**src/mspe_pkg.sv**
```systemverilog
// Package of shared types and constants for the mix saturate peak envelope unit.
package mspe_pkg;

    // Register indexes on the configuration port.
    localparam int unsigned CFG_INDEX_W = 3;
    localparam logic [CFG_INDEX_W-1:0] REG_GAIN_SHIFT  = 3'd0;
    localparam logic [CFG_INDEX_W-1:0] REG_STEREO_MODE = 3'd1;
    localparam logic [CFG_INDEX_W-1:0] REG_QUIET_SHIFT = 3'd2;
    localparam logic [CFG_INDEX_W-1:0] REG_QUIET_MIN   = 3'd3;
    localparam logic [CFG_INDEX_W-1:0] REG_QUIET_MAX   = 3'd4;

    localparam int unsigned CFG_DATA_W = 16;

    // Register reset values.
    localparam logic [2:0]  GAIN_SHIFT_RST  = 3'd1;
    localparam logic        STEREO_MODE_RST = 1'b0;
    localparam logic [3:0]  QUIET_SHIFT_RST = 4'd4;
    localparam logic [15:0] QUIET_MIN_RST   = 16'd32;
    localparam logic [15:0] QUIET_MAX_RST   = 16'd256;

    // Envelope decay per block is env >> DECAY_SHIFT.
    localparam int unsigned DECAY_SHIFT = 5;

    // Signed 16-bit output range.
    localparam logic signed [15:0] SAT_HI = 16'sh7FFF;
    localparam logic signed [15:0] SAT_LO = 16'sh8000;

    typedef struct packed {
        logic signed [31:0] mix_left;
        logic signed [31:0] mix_right;
        logic               last_in_block;
    } mspe_in_t;

    typedef struct packed {
        logic signed [15:0] out_left;
        logic signed [15:0] out_right;
        logic [31:0]        clip_total;
        logic               level_valid;
        logic [15:0]        quiet_level;
        logic [15:0]        peak_envelope_out;
        logic [15:0]        max_peak;
    } mspe_out_t;

endpackage

```
**src/mix_saturate_peak_envelope_unit.sv**
```systemverilog
// An accepted input transaction's result is registered directly into the output register.
// Throughput: one transaction per cycle; input ready drops only while a result is held by
// the output side. The peak and clip state update in the cycle the transaction is accepted.
// Reset (aresetn low, synchronous) clears the output valid, peaks, envelope and clip count,
// and returns the configuration registers to their defaults.
module mix_saturate_peak_envelope_unit
    import mspe_pkg::*;
(
    input  logic                   aclk,
    input  logic                   aresetn,
    input  logic                   cfg_wr_en,
    input  logic [CFG_INDEX_W-1:0] cfg_index,
    input  logic [CFG_DATA_W-1:0]  cfg_wdata,
    input  logic                   s_valid,
    output logic                   s_ready,
    input  mspe_in_t               s_payload,
    output logic                   m_valid,
    input  logic                   m_ready,
    output mspe_out_t              m_payload
);

    logic [2:0]  gain_shift_reg;
    logic        stereo_mode_reg;
    logic [3:0]  quiet_shift_reg;
    logic [15:0] quiet_min_reg;
    logic [15:0] quiet_max_reg;

    logic [15:0] block_peak_reg,    block_peak_next;
    logic [15:0] peak_envelope_reg, peak_envelope_next;
    logic [15:0] all_time_peak_reg, all_time_peak_next;
    logic [31:0] clip_counter_reg,  clip_counter_next;

    logic      m_valid_reg;
    mspe_out_t m_payload_reg, m_payload_next;

    logic              accept;
    logic signed [15:0] sat_left;
    logic signed [15:0] sat_right;
    logic              clip_left;
    logic              clip_right;
    logic [15:0]       abs_left;
    logic [15:0]       peak_now;
    logic [15:0]       env_upd;
    logic [15:0]       quiet_raw;
    logic [15:0]       quiet_clamped;

    mspe_gain_sat u_sat_left (
        .sample  (s_payload.mix_left),
        .shift   (gain_shift_reg),
        .result  (sat_left),
        .clipped (clip_left)
    );

    mspe_gain_sat u_sat_right (
        .sample  (s_payload.mix_right),
        .shift   (gain_shift_reg),
        .result  (sat_right),
        .clipped (clip_right)
    );

    // The output register frees up when it is empty or being drained this cycle.
    assign s_ready   = !m_valid_reg || m_ready;
    assign accept    = s_valid && s_ready;
    assign m_valid   = m_valid_reg;
    assign m_payload = m_payload_reg;

    always_comb begin
        abs_left = sat_left[15] ? 16'(~sat_left + 16'sd1) : 16'(sat_left);
        peak_now = (abs_left > block_peak_reg) ? abs_left : block_peak_reg;

        // Instant attack, otherwise a fractional decay.
        if (peak_now > peak_envelope_reg) begin
            env_upd = peak_now;
        end else begin
            env_upd = peak_envelope_reg - (peak_envelope_reg >> DECAY_SHIFT);
        end

        // The lower clamp is checked first, so it wins for levels below it when the limits cross.
        quiet_raw = env_upd >> quiet_shift_reg;
        if (quiet_raw < quiet_min_reg) begin
            quiet_clamped = quiet_min_reg;
        end else if (quiet_raw > quiet_max_reg) begin
            quiet_clamped = quiet_max_reg;
        end else begin
            quiet_clamped = quiet_raw;
        end

        clip_counter_next = clip_counter_reg + 32'(clip_left)
                          + 32'(stereo_mode_reg & clip_right);

        if (s_payload.last_in_block) begin
            block_peak_next    = '0;
            peak_envelope_next = env_upd;
            all_time_peak_next = (peak_now > all_time_peak_reg) ? peak_now : all_time_peak_reg;
        end else begin
            block_peak_next    = peak_now;
            peak_envelope_next = peak_envelope_reg;
            all_time_peak_next = all_time_peak_reg;
        end

        m_payload_next.out_left    = sat_left;
        m_payload_next.out_right   = stereo_mode_reg ? sat_right : sat_left;
        m_payload_next.clip_total  = clip_counter_next;
        m_payload_next.level_valid = s_payload.last_in_block;
        if (s_payload.last_in_block) begin
            m_payload_next.quiet_level       = quiet_clamped;
            m_payload_next.peak_envelope_out = env_upd;
            m_payload_next.max_peak          = all_time_peak_next;
        end else begin
            m_payload_next.quiet_level       = '0;
            m_payload_next.peak_envelope_out = '0;
            m_payload_next.max_peak          = '0;
        end
    end

    always_ff @(posedge aclk) begin
        if (!aresetn) begin
            gain_shift_reg  <= GAIN_SHIFT_RST;
            stereo_mode_reg <= STEREO_MODE_RST;
            quiet_shift_reg <= QUIET_SHIFT_RST;
            quiet_min_reg   <= QUIET_MIN_RST;
            quiet_max_reg   <= QUIET_MAX_RST;
        end else if (cfg_wr_en) begin
            unique case (cfg_index)
                REG_GAIN_SHIFT:  gain_shift_reg  <= cfg_wdata[2:0];
                REG_STEREO_MODE: stereo_mode_reg <= cfg_wdata[0];
                REG_QUIET_SHIFT: quiet_shift_reg <= cfg_wdata[3:0];
                REG_QUIET_MIN:   quiet_min_reg   <= cfg_wdata[15:0];
                REG_QUIET_MAX:   quiet_max_reg   <= cfg_wdata[15:0];
                default: begin
                end
            endcase
        end
    end

    always_ff @(posedge aclk) begin
        if (!aresetn) begin
            block_peak_reg    <= '0;
            peak_envelope_reg <= '0;
            all_time_peak_reg <= '0;
            clip_counter_reg  <= '0;
            m_valid_reg       <= 1'b0;
        end else begin
            if (accept) begin
                block_peak_reg    <= block_peak_next;
                peak_envelope_reg <= peak_envelope_next;
                all_time_peak_reg <= all_time_peak_next;
                clip_counter_reg  <= clip_counter_next;
                m_valid_reg       <= 1'b1;
            end else if (m_ready) begin
                m_valid_reg <= 1'b0;
            end
        end
    end

    always_ff @(posedge aclk) begin
        if (accept) begin
            m_payload_reg <= m_payload_next;
        end
    end

endmodule

```
**src/mspe_gain_sat.sv**
```systemverilog
// Gain shift of one mixed sample followed by saturation to signed 16 bits.
module mspe_gain_sat
    import mspe_pkg::*;
(
    input  logic signed [31:0] sample,
    input  logic [2:0]         shift,
    output logic signed [15:0] result,
    output logic               clipped
);

    // A 32-bit sample shifted by up to seven bits fits in 39 bits; 40 leaves margin.
    localparam int unsigned WIDE_W = 40;

    logic signed [WIDE_W-1:0] wide;
    logic signed [WIDE_W-1:0] hi_wide;
    logic signed [WIDE_W-1:0] lo_wide;
    logic                     over_hi;
    logic                     under_lo;

    assign hi_wide  = WIDE_W'(SAT_HI);
    assign lo_wide  = WIDE_W'(SAT_LO);
    assign wide     = WIDE_W'(sample) <<< shift;
    assign over_hi  = wide > hi_wide;
    assign under_lo = wide < lo_wide;
    assign clipped  = over_hi | under_lo;

    always_comb begin
        if (over_hi) begin
            result = SAT_HI;
        end else if (under_lo) begin
            result = SAT_LO;
        end else begin
            result = wide[15:0];
        end
    end

endmodule

```
**config.mk**
```make
export PLATFORM = sky130hd
export DESIGN_NAME = mix_saturate_peak_envelope_unit
export DESIGN_NICKNAME = d
export VERILOG_FILES = /design/src/mspe_pkg.sv /design/src/mix_saturate_peak_envelope_unit.sv /design/src/mspe_gain_sat.sv
export SDC_FILE = /design/constraint.sdc
export NUM_CORES = 1
export LEC_CHECK = 0
export BUFFER_PORTS_ARGS = -buffer_cell sky130_fd_sc_hd__buf_2
export CAP_MARGIN = 30
export CORE_MARGIN = 4
export CORE_UTILIZATION = 55
export DETAILED_ROUTE_END_ITERATION = 8
export GPL_TIMING_DRIVEN = 0
export PLACE_DENSITY_LB_ADDON = 0.15
export SYNTH_ARGS = -nofsm -noshare
export SYNTH_HDL_FRONTEND = slang
export SYNTH_SLANG_ARGS = --single-unit
```
**constraint.sdc**
```tcl
create_clock -name aclk -period 36.7 [get_ports aclk]
set_input_delay 0 -clock aclk [delete_from_list [all_inputs] [get_ports aclk]]
set_output_delay 0 -clock aclk [all_outputs]
set_load 0.01 [all_outputs]
```
==> results by group <==
Synthesis
  – Mapped Area: 17700 sq um
  – Post-synthesis sequential area ratio: 0.328
  – Dominant cell type by area after synthesis: edfxtp_1
  – Synthesized area per cell: between 8 and 9 sq um
  – Most used DFF post-synth: dfxtp_1
  – Synth Instances: a little over 2000
  – Yosys cell types: 95
  – Top cell type's share of synthesized area: 0.192
  – Register bit count reported by yosys: 234
  – Post-synth EDFFs: 113
  – Ys async rst share: 0
  – Post-synth net total: 2246
  – Synthesis Warnings: 0
  – Largest cells by area after synthesis: edfxtp_1 (19%), dfxtp_1 (14%), ha_1 (6.5%)

Layout
  – Multi-input logic area: 10900 sq um
  – Register area: 5820 sq um
  – # diodes: 0
  – Growth of design area from synthesis to finish: 14.8%
  – Max FFs per register: 113
  – Filler cells: between 2000 and 3000
  – Share of layout cells above drive strength 1: 0.154
  – Final nets: 2500

Worst setup path
  – R2r setup slk: 20420 ps
  – Setup CP Type: flop to flop
  – Crit-path leading delay family: compound AO/OA/AOI/OAI gates
  – RR Startpoint: gain_shift_reg[1]
  – CP max stage delay: 730 ps
  – Critical R2R Capture: m_payload[42]
  – CP Capture Type: flop
  – CP most frequent cell: o21a_1
  – Critical Path Source Type: flop
  – CP arrival: between 15000 and 20000 ps
  – CP max-delay cell: o311ai_1
  – Crit Path Max Fanout: 10
  – Crit path buffers/inverters: 11
  – Reg2Reg Depth: 51
  – Required @ worst endpoint: 36990 ps

Global routing
  – First-pass GRT wire length: 94300 microns
  – Number of global-route vias before repair: between 15000 and 20000
  – Largest net degree at the start of global routing: 69
  – Gr ovfl total: 0
  – Initial antenna violation count: 0
  – GRT Total Usage: 0.330

Floorplan
  – Site Rows: 65
  – Initial Util: 0.560
  – Die area: 35200 sq um
  – Die height: 187 microns
  – Die X: 187 microns
  – I/O pin count: 204
  – Core ar.: 31600 sq um

STA
  – Slew HR: 0.297
  – Fin. Hold Viols: 0
  – Fin. max-slew vios: 0
  – RSZ-0062 raised after global routing: false
  – Sum Neg Setup Slack: 0 ps
  – Endpoints failing setup: 0
  – Fmax achieved: about 61 MHz
  – Fin crit period: 16280 ps
  – Fin Clk Skew: 32.1 ps
  – Worst Tran Pin Value: 1040 ps
  – Final worst path period share: 0.443

Min path
  – Hold Crit Start: cfg_wr_en
  – HP Class: input pin to flop
  – Hold Crit Depth: 4
  – WHS Endpoint: quiet_max_reg[1]

Routing
  – Final WL: 60600 microns
  – DRT Pass-1 Iters: 5
  – WL/cell: between 20 and 25 microns
  – Vias: 17500
  – Drt drc: 0
  – Avg Vias per Cell: 6.40
  – Antenna viol nets, final: 0
  – DRT iter0 DRCs: 1846

Power
  – Max IR drop VDD: between 0.04 and 0.05 mV
  – Power density cells: between 40 and 50 nW/um^2
  – Total power: 0.971 mW
  – LEAKAGE: 7.90 nW

Placement
  – Port Buf Inserts: roughly 200
  – DP Wirelength: about 47000 microns
  – GP Congestion: 1.09

Clocking
  – CTS max path bufs: 3
  – Clock Sinks: 234
  – Worst-Skew Late Latency: 550 ps
  – Total CTS buffers: 25
  – Root Buffer: clkbuf_16
  – Post-CTS Setup Inserts: 0
  – Clock transition at path regs: 60 ps
  – CTS tree: built
  – H-tree depth: 1

Run status
  – Status: finished clean

Run
  – Max-Cap Viols: 0
==> layer usage <==
layer,wire [microns],GRT usage,share of wire
met2,27700,0.537,0.46
met4,2160,0.113,0.036
met3,4870,0.0411,0.080
met5,0,0,0
met1,25900,0.457,0.43
==> where the power goes <==
group	internal, mW	switching (mW)	leakage [nW]	total [mW]
clock network	0.148	0.106	0.404	0.254
registers	0.299	0.00862	2.10	0.308
logic	0.154	0.256	5.40	0.409
total	0.601	0.370	7.90	0.971
==> tightest hold or removal path, stage by stage <==
cell	delay, ps
buf_2	90
nand3_1	240
nand2_1	150
a21oi_1	50
==> stage by stage <==
step           hold WS, ps  utilization  instances  setup slack (ps)  area [sq um]
3_3_place_gp           192        0.607       2664             21030         19200
5_1_grt               50.4        0.643       2737             19660         20300
3_5_place_dp           195        0.609       2668             21000         19300
2_1_floorplan         98.9            -       2063             24740         17700
4_1_cts               13.7        0.643       2737             20920         20300
6_report              44.7        0.643       2737             20420         20300
==> placed cells by master, fill, tap and decap left out, types with 13 or more instances in the layout <==
cell / Yosys / layout
nor3_1: 43 / 43
ha_1: 92 / 92
o21ai_0: 94 / 94
a211oi_1: 60 / 60
xnor2_1: 33 / 33
nor4_1: 21 / 21
nor2_1: 203 / 203
nand4_1: 25 / 25
buf_2: 8 / 208
nand2b_1: 13 / 13
buf_4: 12 / 13
inv_1: 106 / 106
dlygate4sd3_1: 0 / 24
a21boi_0: 17 / 17
mux2i_1: 68 / 68
mux4_2: 30 / 30
nand2_1: 242 / 242
clkbuf_16: 0 / 25
edfxtp_1: 113 / 113
and3_1: 17 / 17
nor2b_1: 30 / 30
buf_1: 15 / 15
clkbuf_1: 91 / 95
a21oi_1: 109 / 109
nand3_1: 42 / 42
a2111oi_0: 18 / 18
dfxtp_1: 121 / 121
or3_1: 17 / 17
a22oi_1: 25 / 25
a31oi_1: 17 / 17
a21o_1: 25 / 25
xor2_1: 31 / 31
and2_1: 37 / 37
mux2_2: 36 / 36
o21a_1: 26 / 26
o211ai_1: 27 / 27
==> layout make-up <==
class	count	share of cell area
Buffer	128	0.0273
Clock buffer	35	0.0346
Clock inverter	10	0.00548
Inverter	109	0.0201
Multi-Input combinational cell	1592	0.538
Sequential cell	234	0.286
Tap cell	402	0.0247
Timing Repair Buffer	227	0.0635
==> cells by family after synthesis <==
| logic type | share of synthesized area |
|---|---|
| compound gates | 0.219 |
| xor+xnor | 0.0316 |
| mux | 0.101 |
| simple gates | 0.198 |
| flops | 0.328 |
| fa+ha+maj | 0.0672 |
| buf+inv | 0.0542 |
==> cells in the mapped netlist (10+ instances only) <==
library cell    n
a22oi_1        25
nor2b_1        30
dfxtp_1       121
or3_1          17
buf_4          12
and3_1         17
nand2b_1       13
a21o_1         25
mux2_2         36
o211ai_1       27
o21ai_0        94
a21oi_1       109
a21boi_0       17
mux4_2         30
edfxtp_1      113
buf_1          15
o31ai_1        12
nand3_1        42
a211o_1        10
clkbuf_1       91
or4_1          11
inv_1         106
ha_1           92
o31a_1         12
a31oi_1        17
a2111oi_0      18
nor4_1         21
nand2_1       242
nor3_1         43
a211oi_1       60
nor2_1        203
xnor2_1        33
nand4_1        25
and2_1         37
o21a_1         26
mux2i_1        68
xor2_1         31
==> worst max-delay path by stage <==
stage	startpoint	end	cells past startpoint
floorplan	gain_shift_reg[0]	m_payload[42]	51
global placement	gain_shift_reg[0]	m_payload[42]	52
detailed placement	gain_shift_reg[1]	m_payload[42]	51
CTS	gain_shift_reg[1]	m_payload[42]	51
global route	gain_shift_reg[1]	m_payload[42]	51
finish	gain_shift_reg[1]	m_payload[42]	51
==> repair_timing <==
action,CTS,global route
endpoints found under the hold margin,47,0
resized for setup,0,0
hold buffers,24,0
No activity file was read; power rests on OpenSTA's default activity.
